`config.mk`:
```
export PLATFORM = sky130hd
export DESIGN_NAME = pbd_cell
export DESIGN_NICKNAME = d
export VERILOG_FILES = /design/src/hdl/pbd_pkg.sv /design/src/hdl/pbd_cell.sv
export SDC_FILE = /design/constraint.sdc
export NUM_CORES = 1
export LEC_CHECK = 0
export ABC_AREA = 1
export BUFFER_PORTS_ARGS = -buffer_cell sky130_fd_sc_hd__buf_2
export CAP_MARGIN = 20
export CORE_MARGIN = 3
export CORE_UTILIZATION = 45
export DETAILED_ROUTE_END_ITERATION = 10
export MAX_ROUTING_LAYER = met4
export PLACE_DENSITY = 0.65
export SLEW_MARGIN = 20
export SYNTH_ARGS = -nofsm -noshare
export SYNTH_HDL_FRONTEND = slang
export SYNTH_SLANG_ARGS = --single-unit
```
`constraint.sdc`:
```
create_clock -name clk -period 2.3 [get_ports clk]
set_input_delay 0.115 -clock clk [delete_from_list [all_inputs] [get_ports clk]]
set_output_delay 0.115 -clock clk [all_outputs]
set_load 0.05 [all_outputs]
```
`src/hdl/pbd_pkg.sv`:
```
// Shared types, constants and the arctangent table for the planar bearing pipeline.
package pbd_pkg;

  localparam int LAT_W     = 28;
  localparam int LON_W     = 29;
  localparam int BEARING_W = 25;
  localparam int DX_W      = LON_W + 1;
  localparam int DY_W      = LAT_W + 1;
  localparam int DATA_W    = 64;
  localparam int ANG_W     = 32;
  localparam int PRESCALE  = 30;
  localparam int TABLE_FRAC = 24;
  localparam int TABLE_LEN = 32;

  // 90 degrees in table units
  localparam logic signed [ANG_W-1:0] ZMAX = 32'sd1509949440;

  // atan(2^-i) in degrees, units of 2^-24, rounded to nearest
  localparam logic signed [ANG_W-1:0] ATAN_DEG [TABLE_LEN] = '{
    32'sd754974720, 32'sd445687602, 32'sd235489088, 32'sd119537938,
    32'sd60000934,  32'sd30029717,  32'sd15018523,  32'sd7509720,
    32'sd3754917,   32'sd1877466,   32'sd938734,    32'sd469367,
    32'sd234684,    32'sd117342,    32'sd58671,     32'sd29335,
    32'sd14668,     32'sd7334,      32'sd3667,      32'sd1833,
    32'sd917,       32'sd458,       32'sd229,       32'sd115,
    32'sd57,        32'sd29,        32'sd14,        32'sd7,
    32'sd4,         32'sd2,         32'sd1,         32'sd0
  };

  // fixed answers for axis-aligned vectors
  typedef enum logic [1:0] {
    DIR_N,
    DIR_E,
    DIR_S,
    DIR_W
  } dir_t;

  typedef struct packed {
    logic special;
    dir_t dir;
    logic dx_neg;
    logic dy_neg;
  } side_t;

  typedef struct packed {
    logic signed [DATA_W-1:0] x;
    logic signed [DATA_W-1:0] y;
    logic signed [ANG_W-1:0]  z;
  } cordic_t;

endpackage

```
`src/hdl/pbd_cell.sv`:
```
// One vectoring rotation step; the chain of these forms the angle unit.
module pbd_cell import pbd_pkg::*; #(
  parameter int STEP = 0
) (
  input  logic    clk,
  input  logic    rst,
  input  logic    en,
  input  logic    in_vld,
  input  side_t   in_side,
  input  cordic_t in_cd,
  output logic    out_vld,
  output side_t   out_side,
  output cordic_t out_cd
);

  localparam logic signed [ANG_W-1:0] ANGLE = ATAN_DEG[STEP];

  logic signed [DATA_W-1:0] xs;
  logic signed [DATA_W-1:0] ys;
  cordic_t                  cd_next;

  always_comb begin
    xs = in_cd.x >>> STEP;
    ys = in_cd.y >>> STEP;
    // rotate toward the x axis
    if (!in_cd.y[DATA_W-1]) begin
      cd_next.x = in_cd.x + ys;
      cd_next.y = in_cd.y - xs;
      cd_next.z = in_cd.z + ANGLE;
    end else begin
      cd_next.x = in_cd.x - ys;
      cd_next.y = in_cd.y + xs;
      cd_next.z = in_cd.z - ANGLE;
    end
  end

  always_ff @(posedge clk) begin
    if (rst) begin
      out_vld <= 1'b0;
    end else if (en) begin
      out_vld <= in_vld;
    end
  end

  always_ff @(posedge clk) begin
    if (en) begin
      out_side <= in_side;
      out_cd   <= cd_next;
    end
  end

endmodule

```
==> flow_metrics.py <==
metrics = {
    "final_layout": {
        "fin_nets": 5202,
        "final_common_cell": "nand2_1",
        "syn_to_final_growth_pct": 34.2,
        "final_cell_mix": "nand2_1, inv_1, buf_4",
        "finalNonFillerCells": 5496,
        "fill_cells": 4990,
        "regArea_mm2": 0.00494,
        "drive_gt1_share_pct": 21.8,
        "multi_input_area_mm2": 0.0142,
    },
    "detailed_routing": {
        "drt_iter0_markers": 3016,
        "vias_per_cell": 5.03,
        "drc": 0,
        "antenna_left": 0,
        "dr.pass1.iters": 6,
        "wire_per_inst_um": 17.7,
        "routed_wirelength_um": 97200,
        "num_vias": 27600,
    },
    "setup_path": {
        "path_cells": "buf_2, inv_1, ha_1, nand2_1, nor2_1, inv_1, nor2_2, inv_1, nor2_1, nand2_1, nand2_1, nand2_1, nand2_1, nand2_1, nand3_1, nand2_1",
        "crit_required_ns": 2.54,
        "arrival_ns": 2.37,
        "timing.rr.start": "out_vld",
        "critPathCaptureType": "flip-flop",
        "reg2reg_depth": 3,
        "slowest_stage": "ha_1",
        "critPathMostFrequentCell": "nand2_1",
        "r2r_end": "out_vld",
        "regToRegSetupSlack_ns": 1.08,
        "crit_path_start_kind": "primary input",
        "cpPeakStageDelay_ns": 0.46,
        "path_class": "in2reg",
        "crit_fanout": 8,
    },
    "synth": {
        "async_reset_ff_share_pct": 0,
        "synthesis.area_mm2": 0.0228,
        "synth_nets": 4283,
        "synth_edf_count": 164,
        "synth_ff_type": "edfxtp_1",
        "syn_avg_cell_area_um2": 5.84,
        "synth_warnings": 0,
        "synth-seq-cells": 165,
        "ys_seq_area_share_pct": 21.7,
        "synth_cells": 3898,
        "ys_types": 46,
    },
    "clock_network": {
        "cts_max_path_buffers": 2,
        "cts_root_buf": "clkbuf_16",
        "clkTransAtPathRegs_ns": 0.07,
        "clkLatencyLatePin_ns": 0.48,
        "cts_setup_buffers": 0,
        "cts_sinks": 165,
        "numCtsBuffers": 17,
        "cts_tree": "done",
        "htree_num_levels": 4,
    },
    "hold_path": {
        "hold_class": "in2reg",
        "hold_start": "in_cd[96]",
        "min_to": "out_cd[96]",
        "holdPathStages": 3,
    },
    "power_and_ir_drop": {
        "power_mw": 15.5,
        "leakagePower_nw": 17.7,
        "vdd_ir_drop_max_uv": 429,
        "power.density_mw_per_mm2": 507,
    },
    "global_route": {
        "grt_max_degree": 88,
        "grt.total_usage_pct": 36.8,
        "grt_pass1_vias": 25500,
        "gr-total-overflow": 0,
        "antenna_found_initial": 2,
        "grt_pass1_wl_um": 144000,
    },
    "placed_design": {
        "dp_hpwl_um": 83800,
        "post-place-ws_ns": -0.233,
        "dp_cells": 5429,
        "numPortBuffers": 334,
        "place_congestion": 1.09,
    },
    "sta": {
        "tightest_slew_ns": 0.548,
        "layout_setup_ws_ns": 0.171,
        "rsz0062_at_grt": "false",
        "final_max_slew_viol_count": 0,
        "finClkSkew_ns": 0,
        "tns_ns": 0,
        "hold_viol": 0,
        "max-slew-margin-rel_pct": 63.4,
        "period_needed_ns": 2.13,
        "max_freq_mhz": 470,
        "setup_violations": 0,
        "hold_ws_ns": 0.0320,
        "post-route-period-util_pct": 92.5,
    },
    "die": {
        "die_y_um": 231,
        "die_area_mm2": 0.0533,
        "io_pins": 335,
        "core-area_mm2": 0.0495,
        "fp.dieW_um": 231,
        "rows": 81,
        "start_util_pct": 46.0,
    },
    "run": {
        "drv_cap": 0,
    },
    "run_status": {
        "run_status": "finished clean",
    },
}
[registers in the layout, indices dropped and copies added, names as in the netlist]
name      flops
out_vld       1
out_cd      159
out_side      5
[per-layer routing]
layer	GRT usage [%]	vias up	part of all wire [%]
met5	-	-	0
met4	14.9	0	4.4
met3	4.66	171	9.2
li1	-	13800	-
met2	55.8	1271	43
met1	49.7	12300	43
[metrics by stage]
step	util (%)	cell area [um2]
finish	61.8	30600
global route	61.8	30600
CTS	61.8	30600
detailed placement	59.9	29600
global placement	59.9	29600
floorplan	-	22800
[synth_stat cells, types with 5 or more instances]
cell,number,share of area [%]
a31oi_1,5,0.14
nor2_2,17,0.47
nor2_1,275,4.5
nor3_1,15,0.33
xnor2_1,5,0.19
nand2_2,11,0.30
o21ai_0,143,3.1
clkbuf_1,15,0.25
xor2_1,48,1.8
nand4_1,44,1.2
ha_1,212,12
edfxtp_1,164,22
o22ai_1,20,0.55
buf_1,9,0.15
inv_1,816,13
buf_2,26,0.57
o21bai_1,35,1.2
o21ai_1,6,0.13
nand2_1,1423,23
nand3_2,5,0.22
buf_4,36,1.2
nor3_2,8,0.35
inv_2,8,0.13
a21oi_1,196,4.3
nand3_1,312,6.9
[layout make-up]
type | instances | area share, %
antenna | 2 | 0.0164
clock buffer | 17 | 1.39
clock inverter | 15 | 0.647
inverter | 826 | 10.2
multi-input combinational | 2818 | 46.5
sequential | 165 | 16.2
tap | 664 | 2.72
timing repair buffer | 989 | 22.4
[worst max-delay path, delay by kind of cell]
kind / cells / cell delay (ns)
buf+inv: 4 / 0.37
simple gates: 11 / 1.43
fa+ha+maj: 1 / 0.46
[power by group]
part	internal [mW]	total, mW	switching (mW)	leakage (nW)
Sequential	3.82	3.97	0.148	1.61
Clock	1.59	3.18	1.59	0.306
Combinational	2.82	8.34	5.52	15.8
[repair_timing]
action / in CTS / in global routing
setup endpoints to repair: 0 / 2
hold buffers: 33 / 0
gates resized for setup: 0 / 1
hold endpoints to repair: 32 / 0
[logic make-up after synthesis]
logic type / after synthesis / synth area share [%]
AND/OR/NAND/NOR: 2130 / 38.4
multiplexers: 1 / 0.0440
adder cells (fa/ha/maj): 216 / 12.0
XOR/XNOR: 53 / 2.04
AO/OA/AOI/OAI: 418 / 9.90
buffers and inverters: 915 / 15.9
flip-flops: 165 / 21.7
[worst max-delay path by stage]
stage | from | endpoint | cells past startpoint
finish | in_cd[55] | out_cd[143] | 16
global route | in_cd[55] | out_cd[139] | 14
CTS | in_cd[72] | out_cd[93] | 16
detailed placement | in_cd[72] | out_cd[93] | 16
global placement | in_cd[72] | out_cd[152] | 15
floorplan | in_cd[95] | out_cd[31] | 12
Note: power is estimated with default switching activity, not from simulation.
