## src/hdl/pbd_pkg.sv

```systemverilog
// Shared types, constants and the arctangent table for the planar bearing pipeline.
package pbd_pkg;

  localparam int LAT_W     = 28;
  localparam int LON_W     = 29;
  localparam int BEARING_W = 25;
  localparam int DX_W      = LON_W + 1;
  localparam int DY_W      = LAT_W + 1;
  localparam int DATA_W    = 64;
  localparam int ANG_W     = 32;
  localparam int PRESCALE  = 30;
  localparam int TABLE_FRAC = 24;
  localparam int TABLE_LEN = 32;

  // 90 degrees in table units
  localparam logic signed [ANG_W-1:0] ZMAX = 32'sd1509949440;

  // atan(2^-i) in degrees, units of 2^-24, rounded to nearest
  localparam logic signed [ANG_W-1:0] ATAN_DEG [TABLE_LEN] = '{
    32'sd754974720, 32'sd445687602, 32'sd235489088, 32'sd119537938,
    32'sd60000934,  32'sd30029717,  32'sd15018523,  32'sd7509720,
    32'sd3754917,   32'sd1877466,   32'sd938734,    32'sd469367,
    32'sd234684,    32'sd117342,    32'sd58671,     32'sd29335,
    32'sd14668,     32'sd7334,      32'sd3667,      32'sd1833,
    32'sd917,       32'sd458,       32'sd229,       32'sd115,
    32'sd57,        32'sd29,        32'sd14,        32'sd7,
    32'sd4,         32'sd2,         32'sd1,         32'sd0
  };

  // fixed answers for axis-aligned vectors
  typedef enum logic [1:0] {
    DIR_N,
    DIR_E,
    DIR_S,
    DIR_W
  } dir_t;

  typedef struct packed {
    logic special;
    dir_t dir;
    logic dx_neg;
    logic dy_neg;
  } side_t;

  typedef struct packed {
    logic signed [DATA_W-1:0] x;
    logic signed [DATA_W-1:0] y;
    logic signed [ANG_W-1:0]  z;
  } cordic_t;

endpackage

```

## src/hdl/pbd_prep.sv

```systemverilog
// Front end: coordinate differences, axis cases, quadrant and scaled magnitudes.
module pbd_prep import pbd_pkg::*; (
  input  logic                    clk,
  input  logic                    rst,
  input  logic                    en,
  input  logic                    in_vld,
  input  logic signed [LAT_W-1:0] start_lat,
  input  logic signed [LON_W-1:0] start_lon,
  input  logic signed [LAT_W-1:0] end_lat,
  input  logic signed [LON_W-1:0] end_lon,
  output logic                    out_vld,
  output side_t                   side,
  output cordic_t                 cd
);

  logic                   vld1;
  logic signed [DX_W-1:0] dx;
  logic signed [DY_W-1:0] dy;
  logic [DX_W-1:0]        mag_x;
  logic [DY_W-1:0]        mag_y;
  side_t                  side_next;
  cordic_t                cd_next;

  always_comb begin
    mag_x = dx[DX_W-1] ? DX_W'(-dx) : DX_W'(dx);
    mag_y = dy[DY_W-1] ? DY_W'(-dy) : DY_W'(dy);
    side_next.dx_neg  = dx[DX_W-1];
    side_next.dy_neg  = dy[DY_W-1];
    side_next.special = (dx == '0) || (dy == '0);
    if (dx == '0) begin
      side_next.dir = (!dy[DY_W-1] && dy != '0) ? DIR_N : DIR_S;
    end else begin
      side_next.dir = dx[DX_W-1] ? DIR_W : DIR_E;
    end
    cd_next.x = signed'(DATA_W'(mag_x) << PRESCALE);
    cd_next.y = signed'(DATA_W'(mag_y) << PRESCALE);
    cd_next.z = '0;
  end

  always_ff @(posedge clk) begin
    if (rst) begin
      vld1    <= 1'b0;
      out_vld <= 1'b0;
    end else if (en) begin
      vld1    <= in_vld;
      out_vld <= vld1;
    end
  end

  always_ff @(posedge clk) begin
    if (en) begin
      dx   <= DX_W'(end_lon) - DX_W'(start_lon);
      dy   <= DY_W'(end_lat) - DY_W'(start_lat);
      side <= side_next;
      cd   <= cd_next;
    end
  end

endmodule

```

## config.mk

```make
export PLATFORM = sky130hd
export DESIGN_NAME = pbd_prep
export DESIGN_NICKNAME = d
export VERILOG_FILES = /design/src/hdl/pbd_pkg.sv /design/src/hdl/pbd_prep.sv
export SDC_FILE = /design/constraint.sdc
export NUM_CORES = 1
export LEC_CHECK = 0
export ABC_AREA = 1
export BUFFER_PORTS_ARGS = -buffer_cell sky130_fd_sc_hd__buf_4
export CORE_ASPECT_RATIO = 1.75
export CORE_UTILIZATION = 55
export CTS_CLUSTER_DIAMETER = 30
export DETAILED_ROUTE_END_ITERATION = 16
export MAX_ROUTING_LAYER = met4
export PLACE_DENSITY = 0.83
export RECOVER_POWER = 100
export SETUP_SLACK_MARGIN = 0.2
export SYNTH_ARGS = -nofsm -noshare
export SYNTH_HDL_FRONTEND = slang
export SYNTH_SLANG_ARGS = --single-unit
```

## constraint.sdc

```tcl
create_clock -name clk -period 1.97 [get_ports clk]
set_input_delay 0.0985 -clock clk [delete_from_list [all_inputs] [get_ports clk]]
set_output_delay 0.0985 -clock clk [all_outputs]
set_load 0.05 [all_outputs]
```

==> run metrics <==
vias 10,070; Rows between 60 and 70; maximum VDD drop 0.6940 mV; io pins about 280; library cells used by synthesis 37; CP Max Fanout 7; Final WS setup around 110 ps; worst skew pair latency between 400 and 500 ps; total grt overflow 0; cts bufs inserted 17; clk sinks 125; M2 GR Usage around 63%; H-tree levels 4; share of cells above drive strength 1 between 10% and 20%; Clock Pin Slew Worst Setup and Hold Paths ~60 ps; core box area approximately 19,000 um^2; critical path cell sequence inv_1, nand3_1, nor2_2, nand4_1, nand2_2, nand2_1, xor2_1; Primary FF master, synth edfxtp_1; Post-Layout Cell Count 1,996; area leader, netlist edfxtp_1; Die Wd about 110 um; final net count approximately 1,900; PD cells between 800 and 900 nW/um^2; Synth area leaders edfxtp_1 (35%), nand2_1 (17%), inv_1 (10%); pin count of the biggest net entering global routing 48; nature of the critical path startpoint flip-flop; via count of the first global-routing pass about 10,000; critical path type reg -> reg; WP data arrival 2040 ps; Slew Limit Fails 0; area grow syn2layout 19.56%; Yosys reg bits roughly 130; Async S/R FF share, synth 0%; die height 186.3 um; EDFF count, synth around 120; n_diodes 0; drt first pass iters 8; WHS Endpoint dx[1]; Hold Crit Class in -> reg; Port Buffers ~180; die area between 15,000 and 20,000 um^2; fin crit period approximately 1900 ps; slowest stage delay, CP about 400 ps; Wirelength per Cell about 15 um; Ys Warns 0; final antenna-violating net count 0; r2r setup slk roughly 110 ps; Pleak around 0.007 uW; Fin. Hold Viols 0; Initial Utilization a little under three fifths; met1 usage between 20% and 30%; sequential share of the synthesized area between 30% and 40%; drt initial violations between 500 and 600; Place WS -16.17 ps; worst reg-to-reg path cell count 7; gr usage total about a third; detailed placement HPWL between 20,000 and 25,000 um; detailed-route vias per instance ~5.0; DP Cell Count between 1,500 and 2,000; RSZ-0062 raised after global routing true; final setup vio count 0; Crit. End Element flip-flop; clk_skew around 7.6 ps; Worst Min Path Start end_lon[1]; CTS Buffer Depth 2; first-pass GRT wire length 46,080 um; post-layout util 66.75%; slowest stage cell on the critical path edfxtp_1; Residual DRC 0; initial antenna violation count 0; worst slew margin relative to its limit between 30% and 40%; WL final between 30,000 and 40,000 um; Root Buffer clkbuf_16; Critical R2R Launch dy[0]; worst-margin pin slew ~1000 ps; hold depth 2; post-route setup TNS 0 ps; worst path required time between 2000 and 2500 ps; met3 usage 3.902%; Mapped Cells between 1,500 and 2,000; Peak Freq roughly 540 MHz; Yosys top cell area share roughly a third; Post-Synthesis Cell Area approximately 11,000 um^2; Routability Congestion about 0.9; synthesized area per cell between 7 and 8 um^2; maxcap violations 0; period utilisation layout a little over nine tenths; Most Used Layer, Global Route met2; status complete, no violations; FF-to-FF End cd[79]; CTS tree yes
layout by cell type (no fill, tap or decap), types with 3 or more instances in the layout:
master      count
clkbuf_4       10
nand2_1       474
clkbuf_16      17
ha_1           57
conb_1        101
nand3_2         5
edfxtp_1      123
xor2_1         61
a21oi_1        44
nor2_4          8
inv_2           4
nand3_1        91
inv_1         288
bufinv_16       3
clkinvlp_4      4
nor2_2         17
o21ai_0        20
nand3_4         4
clkbuf_1       67
xnor2_1         5
nand2_2         9
nor2_1        121
buf_4         145
nor3_1          7
nand4_1        23
o21bai_1       11
registers in the layout, indices dropped and copies added (netlist names):
name     count
side         5
vld1         1
cd          59
dx          30
out_vld      1
dy          29
cells in the mapped netlist (3+ instances only):
cell type  instances
nor2_1           128
xnor2_1            5
nor2_4             4
edfxtp_1         123
a21oi_1           43
nand3_1           94
buf_4            101
inv_1            289
buf_2              3
nand3_2            6
o21ai_0           21
xor2_1            62
ha_1              59
nand4_1           23
nor3_1             8
inv_2              3
o21bai_1          11
nand2_1          477
nor2_2            14
nand2_2            7
per-layer routing:
| metal | wire, um | up-vias |
|---|---|---|
| li1 | - | 4973 |
| met1 | 9223 | 4550 |
| met2 | 17610 | 407 |
| met3 | 1196 | 140 |
| met4 | 2218 | 0 |
| met5 | 0 | - |
what timing repair did:
| action | in CTS | in global routing |
|---|---|---|
| endpoints found under the hold margin | 2 | 0 |
| hold buffers | 2 | 0 |
| buffers inserted | 3 | 13 |
| gates resized for setup | 8 | 28 |
| setup endpoints to repair | 14 | 28 |
| pin swaps | 2 | 22 |
| cloned | 0 | 0 |
layout make-up:
type	instances	area, um^2
timing repair buffer	227	1465
clock inverter	14	168.9
sequential	125	3734
multi-input combinational	1080	5567
inverter	292	1096
clock buffer	17	425.4
tap	241	301.5
fill	1710	6356
report_power, final:
part / internal, uW / leakage, uW / switching [uW]
Sequential: 3510 / 0.00122 / 260
Clock: 1980 / 0.000279 / 1230
Combinational: 1030 / 0.00530 / 2810
Total: 6520 / 0.00680 / 4300
worst max-delay path by stage:
stage,to,start,cells past startpoint
floorplan,dx[28],end_lon[0],12
global placement,cd[142],dx[0],7
detailed placement,dy[28],start_lat[0],11
CTS,cd[144],dx[0],8
global route,cd[79],dy[0],7
finish,cd[79],dy[0],7
cells by family (layout without fill, tap and decap cells):
family,count (synthesis),in the layout,share of synthesized area [%]
and+or+nand+nor,767,767,30.08
buffers and inverters,399,550,17.62
DFF,125,125,34.99
AOI/OAI and AO/OA,84,84,4.479
xor gates and xnor gates,67,67,5.500
adders and majority gates,61,61,7.294
other,1,101,0.03514
worst max-delay path: cells and delay by family (launching register included):
family                    cells  cell delay (ps)
buffers and inverters         1              130
and+or+nand+nor               5              930
xor gates and xnor gates      1              150
DFF                           1              400
stage by stage:
step	hold WS [ps]	area (um^2)	total power, uW
after floorplan	167.6	11050	6644
after global placement	265.2	12170	7614
after detailed placement	269.7	12170	7691
after CTS	6.206	12850	10910
after global routing	15.06	12760	11310
final	19.42	12760	10820
Note: power is estimated with default switching activity, not from simulation.
