==> src/hdl/pbd_pkg.sv <==
// Shared types, constants and the arctangent table for the planar bearing pipeline.
package pbd_pkg;

  localparam int LAT_W     = 28;
  localparam int LON_W     = 29;
  localparam int BEARING_W = 25;
  localparam int DX_W      = LON_W + 1;
  localparam int DY_W      = LAT_W + 1;
  localparam int DATA_W    = 64;
  localparam int ANG_W     = 32;
  localparam int PRESCALE  = 30;
  localparam int TABLE_FRAC = 24;
  localparam int TABLE_LEN = 32;

  // 90 degrees in table units
  localparam logic signed [ANG_W-1:0] ZMAX = 32'sd1509949440;

  // atan(2^-i) in degrees, units of 2^-24, rounded to nearest
  localparam logic signed [ANG_W-1:0] ATAN_DEG [TABLE_LEN] = '{
    32'sd754974720, 32'sd445687602, 32'sd235489088, 32'sd119537938,
    32'sd60000934,  32'sd30029717,  32'sd15018523,  32'sd7509720,
    32'sd3754917,   32'sd1877466,   32'sd938734,    32'sd469367,
    32'sd234684,    32'sd117342,    32'sd58671,     32'sd29335,
    32'sd14668,     32'sd7334,      32'sd3667,      32'sd1833,
    32'sd917,       32'sd458,       32'sd229,       32'sd115,
    32'sd57,        32'sd29,        32'sd14,        32'sd7,
    32'sd4,         32'sd2,         32'sd1,         32'sd0
  };

  // fixed answers for axis-aligned vectors
  typedef enum logic [1:0] {
    DIR_N,
    DIR_E,
    DIR_S,
    DIR_W
  } dir_t;

  typedef struct packed {
    logic special;
    dir_t dir;
    logic dx_neg;
    logic dy_neg;
  } side_t;

  typedef struct packed {
    logic signed [DATA_W-1:0] x;
    logic signed [DATA_W-1:0] y;
    logic signed [ANG_W-1:0]  z;
  } cordic_t;

endpackage

==> src/hdl/pbd_finish.sv <==
// Back end: angle clamp and rounding, quadrant mapping, output register.
module pbd_finish import pbd_pkg::*; #(
  parameter int OUT_FRACTION_BITS = 16
) (
  input  logic                 clk,
  input  logic                 rst,
  input  logic                 en,
  input  logic                 in_vld,
  input  side_t                in_side,
  input  cordic_t              in_cd,
  output logic                 out_valid,
  output logic [BEARING_W-1:0] bearing
);

  localparam int SHIFT = TABLE_FRAC - OUT_FRACTION_BITS;
  localparam int AW    = OUT_FRACTION_BITS + 7;
  localparam int BW    = OUT_FRACTION_BITS + 10;
  localparam logic [BW-1:0] D90  = BW'(90) << OUT_FRACTION_BITS;
  localparam logic [BW-1:0] D180 = BW'(180) << OUT_FRACTION_BITS;
  localparam logic [BW-1:0] D270 = BW'(270) << OUT_FRACTION_BITS;
  localparam logic [BW-1:0] D360 = BW'(360) << OUT_FRACTION_BITS;

  logic [ANG_W-1:0] z_clamp;
  logic [AW-1:0]    a_next;
  logic [AW-1:0]    a;
  side_t            side;
  logic             vld_a;
  logic [BW-1:0]    b_next;

  always_comb begin
    if (in_cd.z[ANG_W-1]) begin
      z_clamp = '0;
    end else if (in_cd.z > ZMAX) begin
      z_clamp = ZMAX;
    end else begin
      z_clamp = in_cd.z;
    end
  end

  generate
    if (SHIFT > 0) begin : g_round
      assign a_next = AW'((z_clamp + (ANG_W'(1) << (SHIFT - 1))) >> SHIFT);
    end else begin : g_exact
      assign a_next = AW'(z_clamp);
    end
  endgenerate

  always_comb begin
    if (side.special) begin
      case (side.dir)
        DIR_N:   b_next = '0;
        DIR_E:   b_next = D90;
        DIR_S:   b_next = D180;
        default: b_next = D270;
      endcase
    end else begin
      case ({side.dx_neg, side.dy_neg})
        2'b10:   b_next = D270 + BW'(a);
        2'b11:   b_next = D270 - BW'(a);
        2'b01:   b_next = D90 + BW'(a);
        default: b_next = D90 - BW'(a);
      endcase
      // a full circle wraps to north
      if (b_next >= D360) begin
        b_next = b_next - D360;
      end
    end
  end

  always_ff @(posedge clk) begin
    if (rst) begin
      vld_a     <= 1'b0;
      out_valid <= 1'b0;
    end else if (en) begin
      vld_a     <= in_vld;
      out_valid <= vld_a;
    end
  end

  always_ff @(posedge clk) begin
    if (en) begin
      a       <= a_next;
      side    <= in_side;
      bearing <= BEARING_W'(b_next);
    end
  end

endmodule

==> config.mk <==
export PLATFORM = sky130hd
export DESIGN_NAME = pbd_finish
export DESIGN_NICKNAME = d
export VERILOG_FILES = /design/src/hdl/pbd_pkg.sv /design/src/hdl/pbd_finish.sv
export SDC_FILE = /design/constraint.sdc
export NUM_CORES = 1
export LEC_CHECK = 0
export BUFFER_PORTS_ARGS = -buffer_cell sky130_fd_sc_hd__buf_2
export CAP_MARGIN = 20
export CORE_AREA = 2 2 104 106
export DETAILED_ROUTE_END_ITERATION = 6
export DIE_AREA = 0 0 106 108
export PLACE_DENSITY = 0.78
export SLEW_MARGIN = 20
export SYNTH_ARGS = -nofsm -noshare
export SYNTH_HDL_FRONTEND = slang
export SYNTH_SLANG_ARGS = --single-unit
==> constraint.sdc <==
create_clock -name clk -period 7.8 [get_ports clk]
set_input_delay 0.78 -clock clk [delete_from_list [all_inputs] [get_ports clk]]
set_output_delay 0.78 -clock clk [all_outputs]
set_load 0.03 [all_outputs]
==> metrics.md, run 1 <==
| Metric | Value |
|---|---|
| Layout Nets | `roughly 650` |
| Sort of element at the start of the critical path | `input port` |
| Clock latency at the later pin of the worst-skew pair | `0.31 ns` |
| Maximum clock rate | `0.242 GHz` |
| Sink Count | `55` |
| Clk slew on worst S/H paths | `0.09 ns` |
| Number of violations reported at the end of detailed-routing iteration 0 | `239` |
| Row count | `37` |
| Gate count of the mapped netlist | `419` |
| Routability cong. | `between 0.9 and 1` |
| Netlist cell types | `73` |
| Reg-to-reg critical path endpoint | `bearing[24]` |
| Total nets after synthesis | `600` |
| Min-Delay Endpoint | `out_valid` |
| Die extent in y | `108 um` |
| Post-CTS setup-driven buffer insertion count | `0` |
| FF-to-FF setup slack | `between 4 and 5 ns` |
| Netlist area before placement | `around 0.004 mm^2` |
| Aggregate routed wire length | `around 9000 um` |
| Setup violation total in the final timing report | `0` |
| Initial standard-cell utilization of the core | `just under 40%` |
| Ratio of total power to cell area | `169 mW/mm^2` |
| Clock tree skew after final layout | `0.00823 ns` |
| Fraction of synthesized cell area taken by the top area cell type | `39.6%` |
| Via count | `3420` |
| Signal arrival time at the worst endpoint | `4.22 ns` |
| Final worst slack | `3.67 ns` |
| Run status | `complete, no violations` |
| Number of synthesized register bits | `55` |
| Clock Root Buffer | `sky130_fd_sc_hd__clkbuf_8` |
| Post-route ant nets | `0` |
| Final Hold Violating Endpoints | `0` |
| Unrepaired setup endpoints after global routing | `false` |
| Count of pins over their slew limit | `0` |
| Count of hold buffers inserted by post-cts repair | `0` |
| Die width | `106 um` |
| Static power due to leakage | `around 0.0017 uW` |
| Post-detailed-placement half-perimeter wirelength | `about 6800 um` |
| Source of the worst hold timing path | `out_valid` |
| Most area-hungry cell type in the Yosys netlist | `sky130_fd_sc_hd__edfxtp_1` |
| # port buffers | `66` |
| Number of global-route vias before repair | `3099` |
| Synthesized area per cell | `9.58 um^2` |
| Total negative slack for setup checks | `0 ns` |
| Worst-case headroom to the max-slew limit | `36.3%` |
| Count of pins on the block boundary | `195` |
| Number of H-tree levels | `2` |
| Fin crit period | `4.13 ns` |
| Depth of the most critical reg-to-reg path | `7` |
| Tightest hold margin | `0.507 ns` |
| TritonCTS clock tree | `yes` |
| Proportion of synthesized flip-flops having asynchronous set or reset | `0%` |
| Gr ovfl total | `0` |
| Largest fanout on the critical path | `12` |
| Number of warning messages in the yosys log | `0` |
| IR drop worst, VDD | `0.0777 mV` |
| Residual DRC count | `0` |
| Worst setup path class | `input port to flop` |
| Worst hold path class | `flop to flop` |
| Reg-to-reg critical path startpoint | `side[0]` |
| Via-per-instance ratio | `5.63` |
| TritonRoute pass-1 iters | `5` |
| Number of antenna violations at the first check in global routing | `0` |
| Primary flip-flop cell chosen by synthesis mapping | `sky130_fd_sc_hd__edfxtp_1` |
| CP Capture Type | `flop` |
| Aggregate global-route resource usage | `about 16%` |
| Number of synthesized flops with an enable pin | `53` |
| Share of post-route cells with drive strength above 1 | `about a fifth` |
| Die area | `roughly 0.011 mm^2` |
| Transition time at the pin with the least slew margin | `~0.96 ns` |
| Maximum clock insertion buffer count | `2` |
| Largest net degree at the start of global routing | `56` |
| Final worst-path cycle share | `53.0%` |
| Avg WL per Cell | `approximately 15 um` |
| Count of cells along the worst hold path | `2` |
| Sequential element share of the synthesized area | `between 40% and 50%` |
| Pre-CTS setup slack | `3.36 ns` |
| Total clock buffers created by CTS | `5` |
| Area grow syn2layout | `12.3%` |
| Total inserted antenna cells | `0` |
| CTS resizes | `0` |
| Core Area | `0.0102 mm^2` |
| Largest cells by area after synthesis | `sky130_fd_sc_hd__edfxtp_1, sky130_fd_sc_hd__nor2_1, sky130_fd_sc_hd__ha_1` |
| Required time at the endpoint of the critical path | `~7.9 ns` |
| First-pass GRT wire length | `around 15000 um` |
| Maxcap violations | `0` |
==> how the worst max path moves through the flow <==
stage,startpoint,endpoint,slack [ns],depth (start not counted)
after floorplan,in_cd[26],a[21],4.23,15
after global placement,in_cd[4],a[21],3.43,14
after detailed placement,in_cd[4],a[21],3.36,14
after CTS,in_cd[4],a[21],3.68,14
after global routing,in_cd[4],a[21],3.25,14
final,in_cd[4],a[21],3.67,14
==> placed cells by master (no fill, tap or decap), types with 5 or more instances in the layout <==
cell / Yosys / layout
sky130_fd_sc_hd__a21oi_1: 23 / 23
sky130_fd_sc_hd__a31oi_1: 8 / 8
sky130_fd_sc_hd__and3_1: 7 / 7
sky130_fd_sc_hd__and4_1: 6 / 6
sky130_fd_sc_hd__buf_2: 5 / 65
sky130_fd_sc_hd__clkbuf_8: 0 / 5
sky130_fd_sc_hd__edfxtp_1: 53 / 53
sky130_fd_sc_hd__ha_1: 12 / 12
sky130_fd_sc_hd__inv_1: 17 / 17
sky130_fd_sc_hd__mux2i_1: 8 / 8
sky130_fd_sc_hd__nand2_1: 31 / 31
sky130_fd_sc_hd__nand3_1: 13 / 13
sky130_fd_sc_hd__nand4_1: 9 / 9
sky130_fd_sc_hd__nor2_1: 43 / 43
sky130_fd_sc_hd__nor3_1: 7 / 7
sky130_fd_sc_hd__nor4_1: 9 / 9
sky130_fd_sc_hd__o21a_1: 7 / 7
sky130_fd_sc_hd__o21ai_0: 17 / 17
sky130_fd_sc_hd__o31ai_1: 6 / 6
sky130_fd_sc_hd__or3_1: 9 / 9
sky130_fd_sc_hd__xnor2_1: 14 / 14
sky130_fd_sc_hd__xor2_1: 15 / 15
==> critical path, stage by stage <==
cell                        delay (ns)
sky130_fd_sc_hd__buf_2            0.09
sky130_fd_sc_hd__nor4_1           0.34
sky130_fd_sc_hd__and4_1           0.23
sky130_fd_sc_hd__a41oi_1          0.12
sky130_fd_sc_hd__o21a_1           0.34
sky130_fd_sc_hd__nor2_1           0.59
sky130_fd_sc_hd__and2_1           0.23
sky130_fd_sc_hd__ha_1             0.20
sky130_fd_sc_hd__nand4_1          0.15
sky130_fd_sc_hd__nor2_1           0.13
sky130_fd_sc_hd__nand2_1          0.09
sky130_fd_sc_hd__nor3_2           0.35
sky130_fd_sc_hd__a31oi_1          0.14
sky130_fd_sc_hd__a2111oi_0        0.43
==> layout make-up <==
type	instances	area, um^2
Tap cell	136	170
Clock inverter	2	12.5
Sequential cell	55	1630
Multi-Input combinational cell	325	2220
Timing Repair Buffer	66	333
Fill cell	975	5720
Clock buffer	6	72.6
Inverter	18	67.6
==> metal layers <==
layer | vias up | GRT usage, % | share of wire (%)
li1 | 1709 | - | -
met1 | 1568 | 22.9 | 47
met2 | 135 | 25.8 | 45
met3 | 8 | 3.25 | 6.4
met4 | 0 | 4.23 | 1.2
met5 | - | 0 | 0
==> logic make-up after synthesis <==
group | after synthesis | synth area share [%]
simple gates | 168 | 23.9
compound gates | 108 | 19.4
flops | 55 | 40.6
buf+inv | 39 | 3.99
xor+xnor | 29 | 6.33
fa+ha+maj | 12 | 3.74
mux | 8 | 1.99
==> metrics by stage <==
stage / utilization [%] / instance area, um^2 / instances / total power (uW)
floorplan: - / 4020 / 419 / 552
global placement: 43.2 / 4420 / 600 / 610
detailed placement: 43.2 / 4420 / 600 / 618
CTS: 44.1 / 4510 / 608 / 767
global route: 44.1 / 4510 / 608 / 807
finish: 44.1 / 4510 / 608 / 762
==> power by group <==
group / switching, uW / internal (uW)
sequential: 35.7 / 359
combinational: 134 / 83.7
clock: 86.0 / 62.8
total: 256 / 506
==> Yosys cell counts (2+ instances only) <==
cell and n:
sky130_fd_sc_hd__a21oi_1 23, sky130_fd_sc_hd__and2_1 4, sky130_fd_sc_hd__nand4_1 9, sky130_fd_sc_hd__inv_1 17
sky130_fd_sc_hd__a41oi_1 2, sky130_fd_sc_hd__buf_2 5, sky130_fd_sc_hd__o2111ai_1 2, sky130_fd_sc_hd__o21ai_1 2
sky130_fd_sc_hd__a211o_1 3, sky130_fd_sc_hd__a311oi_1 4, sky130_fd_sc_hd__or3_1 9, sky130_fd_sc_hd__nand2b_1 4
sky130_fd_sc_hd__o211a_1 2, sky130_fd_sc_hd__o21ai_0 17, sky130_fd_sc_hd__nor3_1 7, sky130_fd_sc_hd__o21a_1 7
sky130_fd_sc_hd__nand3_1 13, sky130_fd_sc_hd__clkbuf_1 14, sky130_fd_sc_hd__xnor2_1 14, sky130_fd_sc_hd__nor4b_1 3
sky130_fd_sc_hd__o31ai_1 6, sky130_fd_sc_hd__nand2_1 31, sky130_fd_sc_hd__o22a_1 3, sky130_fd_sc_hd__a31oi_1 8
sky130_fd_sc_hd__xor2_1 15, sky130_fd_sc_hd__or4_1 3, sky130_fd_sc_hd__o211ai_1 3, sky130_fd_sc_hd__and3_1 7
sky130_fd_sc_hd__and4_1 6, sky130_fd_sc_hd__o311ai_1 2, sky130_fd_sc_hd__ha_1 12, sky130_fd_sc_hd__a2111oi_0 3
sky130_fd_sc_hd__mux2i_1 8, sky130_fd_sc_hd__nor4_1 9, sky130_fd_sc_hd__nor4_4 2, sky130_fd_sc_hd__a21boi_0 2
sky130_fd_sc_hd__dfxtp_1 2, sky130_fd_sc_hd__nor2_1 43, sky130_fd_sc_hd__a211oi_1 4, sky130_fd_sc_hd__nor4_2 2
sky130_fd_sc_hd__nand3b_1 3, sky130_fd_sc_hd__edfxtp_1 53
==> registers in the layout, indices dropped and copies added, names as in the netlist <==
name	flops
bearing	25
side	5
a	23
vld_a	1
out_valid	1
Power figures use the tool's default switching activity.
==> run 2, diff against run 1 <==
- ABC_AREA: unset -> 1
- CORE_AREA: 2 2 104 106 -> 2 2 108 110
- DIE_AREA: 0 0 106 108 -> 0 0 110 112
- PLACE_DENSITY: 0.78 -> 0.8
- clock period: 7.8 -> 3.76 ns (I/O delays scaled with it)
==> run 2 against run 1 <==
Combinational power up 110%; synthesized cell count up 46%; first-iteration DRC count up 21%; final cell count up 34%; largest cell class unchanged; highest routed layer unchanged.
==> metrics.md, run 2 <==
| Metric | Value |
|---|---|
| Highest-count cells in the layout ignoring fill and taps | `sky130_fd_sc_hd__nand2_1, sky130_fd_sc_hd__nor2_1, sky130_fd_sc_hd__buf_2 (was sky130_fd_sc_hd__buf_2, sky130_fd_sc_hd__edfxtp_1, sky130_fd_sc_hd__nor2_1)` |
| Fraction of synthesized cell area taken by the top area cell type | `36.2% (was 39.6%)` |
| Avg WL per Cell | `12.3 um (was 14.8 um)` |
| Setup crit start | `a[17] (was in_cd[4])` |
| TritonRoute pass-1 iters | `5 (unchanged)` |
| Count of pins on the block boundary | `195 (unchanged)` |
| Row count | `39 (was 37)` |
| Most area-hungry cell type in the Yosys netlist | `sky130_fd_sc_hd__edfxtp_1 (unchanged)` |
| First-pass GRT wire length | `17600 um (was 15200 um)` |
| Clock latency at the later pin of the worst-skew pair | `0.30 ns (was 0.31 ns)` |
| Gr ovfl total | `0 (unchanged)` |
| Die area | `0.0123 mm^2 (was 0.0114 mm^2)` |
| TritonCTS clock tree | `yes (unchanged)` |
| Netlist cell types | `38 (was 73)` |
| Sequential element share of the synthesized area | `37.1% (was 40.6%)` |
| Clock tree skew after final layout | `0.00942 ns (was 0.00823 ns)` |
| Number of synthesized flops with an enable pin | `53 (unchanged)` |
| Required time at the endpoint of the critical path | `3.81 ns (was 7.88 ns)` |
| Overall power of the completed layout | `1720 uW (was 762 uW)` |
| Static power due to leakage | `0.00214 uW (was 0.00171 uW)` |
| Area grow syn2layout | `13.2% (was 12.3%)` |
| Source of the worst hold timing path | `rst (was out_valid)` |
| Core Area | `0.0112 mm^2 (was 0.0102 mm^2)` |
| Total negative slack for setup checks | `0 ns (unchanged)` |
| Setup violation total in the final timing report | `0 (unchanged)` |
| Worst hold path class | `input port to flop (was flop to flop)` |
| Gate count of the mapped netlist | `611 (was 419)` |
| Signal arrival time at the worst endpoint | `2.76 ns (was 4.22 ns)` |
| Maximum clock insertion buffer count | `2 (unchanged)` |
| Routability cong. | `0.922 (was 0.901)` |
| Count of pins over their slew limit | `0 (unchanged)` |
| Fin crit period | `2.71 ns` |
| Synthesized area per cell | `7.19 um^2 (was 9.58 um^2)` |
| Sink Count | `55 (unchanged)` |
| Final worst-path cycle share | `72.2%` |
| Clk slew on worst S/H paths | `0.08 ns (was 0.09 ns)` |
| Commonest non-fill, non-tap cell in the layout | `sky130_fd_sc_hd__nand2_1 (was sky130_fd_sc_hd__buf_2)` |
| Post-route ant nets | `0 (unchanged)` |
| Sort of element at the start of the critical path | `flop (was input port)` |
| Ratio of total power to cell area | `345 mW/mm^2 (was 169 mW/mm^2)` |
| Number of global-route vias before repair | `3910 (was 3099)` |
| Number of synthesized register bits | `55 (unchanged)` |
| Via count | `4132 (was 3420)` |
| Total inserted antenna cells | `0 (unchanged)` |
| Maxcap violations | `0 (unchanged)` |
| CP Capture Type | `flop (unchanged)` |
| Largest fanout on the critical path | `12 (unchanged)` |
| Worst-case headroom to the max-slew limit | `44.5% (was 36.3%)` |
| Clock Root Buffer | `sky130_fd_sc_hd__clkbuf_16 (was sky130_fd_sc_hd__clkbuf_8)` |
| Maximum clock rate | `0.369 GHz` |
| Flip-flop count of the largest register, all copies and words added | `25 (unchanged)` |
| Largest registers | `bearing (25), a (23), side (5) (unchanged)` |
| Worst setup path class | `flop to flop (was input port to flop)` |
| Number of antenna violations at the first check in global routing | `0 (unchanged)` |
| Aggregate routed wire length | `10000 um (was 9010 um)` |
| IR drop worst, VDD | `0.183 mV (was 0.0777 mV)` |
| Count of hold buffers inserted by post-cts repair | `0 (unchanged)` |
| Unrepaired setup endpoints after global routing | `false (unchanged)` |
| Most used standard cell by instance count after synthesis | `sky130_fd_sc_hd__nand2_1 (was sky130_fd_sc_hd__edfxtp_1)` |
| Run status | `complete, no violations (unchanged)` |
| Proportion of synthesized flip-flops having asynchronous set or reset | `0% (unchanged)` |
| Initial standard-cell utilization of the core | `39.3% (was 39.2%)` |
| # port buffers | `66 (unchanged)` |
| CTS resizes | `0 (unchanged)` |
| Post-CTS setup-driven buffer insertion count | `0 (unchanged)` |
| Transition time at the pin with the least slew margin | `0.832 ns (was 0.956 ns)` |
| Netlist area before placement | `0.00439 mm^2 (was 0.00402 mm^2)` |
| Reg-to-reg critical path startpoint | `a[17] (was side[0])` |
| Via-per-instance ratio | `5.07 (was 5.63)` |
| Number of violations reported at the end of detailed-routing iteration 0 | `289 (was 239)` |
| Post-detailed-placement half-perimeter wirelength | `7960 um (was 6830 um)` |
| Share of post-route cells with drive strength above 1 | `17.9% (was 19.1%)` |
| Aggregate global-route resource usage | `17.3% (was 16.3%)` |
| Number of H-tree levels | `2 (unchanged)` |
| Primary flip-flop cell chosen by synthesis mapping | `sky130_fd_sc_hd__edfxtp_1 (unchanged)` |
| Total clock buffers created by CTS | `5 (unchanged)` |
| Largest cells by area after synthesis | `sky130_fd_sc_hd__edfxtp_1, sky130_fd_sc_hd__nand2_1, sky130_fd_sc_hd__nor2_1 (was sky130_fd_sc_hd__edfxtp_1, sky130_fd_sc_hd__nor2_1, sky130_fd_sc_hd__ha_1)` |
| Residual DRC count | `0 (unchanged)` |
| Layout Nets | `852 (was 652)` |
| Total nets after synthesis | `792 (was 600)` |
| Number of warning messages in the yosys log | `0 (unchanged)` |
| Largest net degree at the start of global routing | `40 (was 56)` |
| Top cells by count, synth | `sky130_fd_sc_hd__nand2_1, sky130_fd_sc_hd__nor2_1, sky130_fd_sc_hd__nand3_1 (was sky130_fd_sc_hd__edfxtp_1, sky130_fd_sc_hd__nor2_1, sky130_fd_sc_hd__nand2_1)` |
| Die extent in y | `112 um (was 108 um)` |
| Die width | `110 um (was 106 um)` |
| Biggest register | `bearing (unchanged)` |
| Final Hold Violating Endpoints | `0 (unchanged)` |
[run 2: cell types whose count changed in the layout (fill, tap and decap cells not counted), moves of 10 or more]
cell                      delta
sky130_fd_sc_hd__nand2_1   +121
sky130_fd_sc_hd__inv_1      +36
sky130_fd_sc_hd__nor2_1     +63
sky130_fd_sc_hd__nor3_1     +10
sky130_fd_sc_hd__nand3_1    +43
[run 2: path summary, 6_finish.rpt]
| check | slack, ns | cells past startpoint | endpoint |
|---|---|---|---|
| worst max-delay path | 1.05 | 16 | bearing[23] |
| worst min-delay path | 0.24 | 2 | vld_a |
| worst max register to register | 1.05 | 16 | bearing[23] |
| worst min register to register | 0.46 | 2 | out_valid |
[run 2: cells by family (layout without fill, tap and decap cells)]
family,after synthesis,in the layout,synth area share (%)
DFF,55,55,37.1
and+or+nand+nor,386,386,40.8
adders and majority gates,12,12,3.42
buffers and inverters,78,139,7.58
AOI/OAI and AO/OA,61,61,7.32
xor gates and xnor gates,19,19,3.79
[run 2: routing by layer]
| layer | global-route usage [%] | vias up | part of all wire [%] |
|---|---|---|---|
| met5 | 0 | - | 0 |
| met4 | 4.47 | 0 | 1.1 |
| met3 | 2.28 | 10 | 7.0 |
| met2 | 28.2 | 163 | 46 |
| met1 | 24.0 | 1823 | 45 |
| li1 | - | 2136 | - |
[run 2: where the power goes]
part / leakage (uW) / switching, uW / internal, uW
combinational: 0.00152 / 302 / 146
clock: 0.0000767 / 223 / 257
sequential: 0.000542 / 47.4 / 741
total: 0.00214 / 573 / 1140
[run 2: metrics by stage]
step | std cells | worst slack, ns | hold WS (ns) | utilization [%] | area [um^2]
4_1_cts | 815 | 1.04 | 0.234 | 44.5 | 4970
2_1_floorplan | 611 | 1.46 | 0.430 | - | 4390
3_3_place_gp | 807 | 1.01 | 0.436 | 43.1 | 4820
6_report | 815 | 1.05 | 0.240 | 44.5 | 4970
3_5_place_dp | 807 | 0.970 | 0.449 | 43.1 | 4820
5_1_grt | 815 | 0.765 | 0.236 | 44.5 | 4970
[run 2: cell type report]
type	count	area, um^2
tap	143	179
inverter	63	236
multi-input combinational	478	2430
clock buffer	5	125
fill	1101	6200
clock inverter	3	28.8
timing repair buffer	68	345
sequential	55	1630
[run 2: worst max-delay path, stage by stage, from the launching register on]
cell                       delay (ns)
sky130_fd_sc_hd__edfxtp_1        0.65
sky130_fd_sc_hd__ha_1            0.31
sky130_fd_sc_hd__nand2_1         0.09
sky130_fd_sc_hd__nand3b_1        0.20
sky130_fd_sc_hd__nand3_1         0.10
sky130_fd_sc_hd__nand3_1         0.08
sky130_fd_sc_hd__nand2_1         0.07
sky130_fd_sc_hd__nand2_1         0.14
sky130_fd_sc_hd__ha_1            0.27
sky130_fd_sc_hd__inv_1           0.06
sky130_fd_sc_hd__nand3_1         0.09
sky130_fd_sc_hd__o21bai_1        0.13
sky130_fd_sc_hd__nand2_1         0.07
sky130_fd_sc_hd__nand2_1         0.06
sky130_fd_sc_hd__nand2_1         0.05
sky130_fd_sc_hd__nand2_1         0.05
sky130_fd_sc_hd__nand2_1         0.06
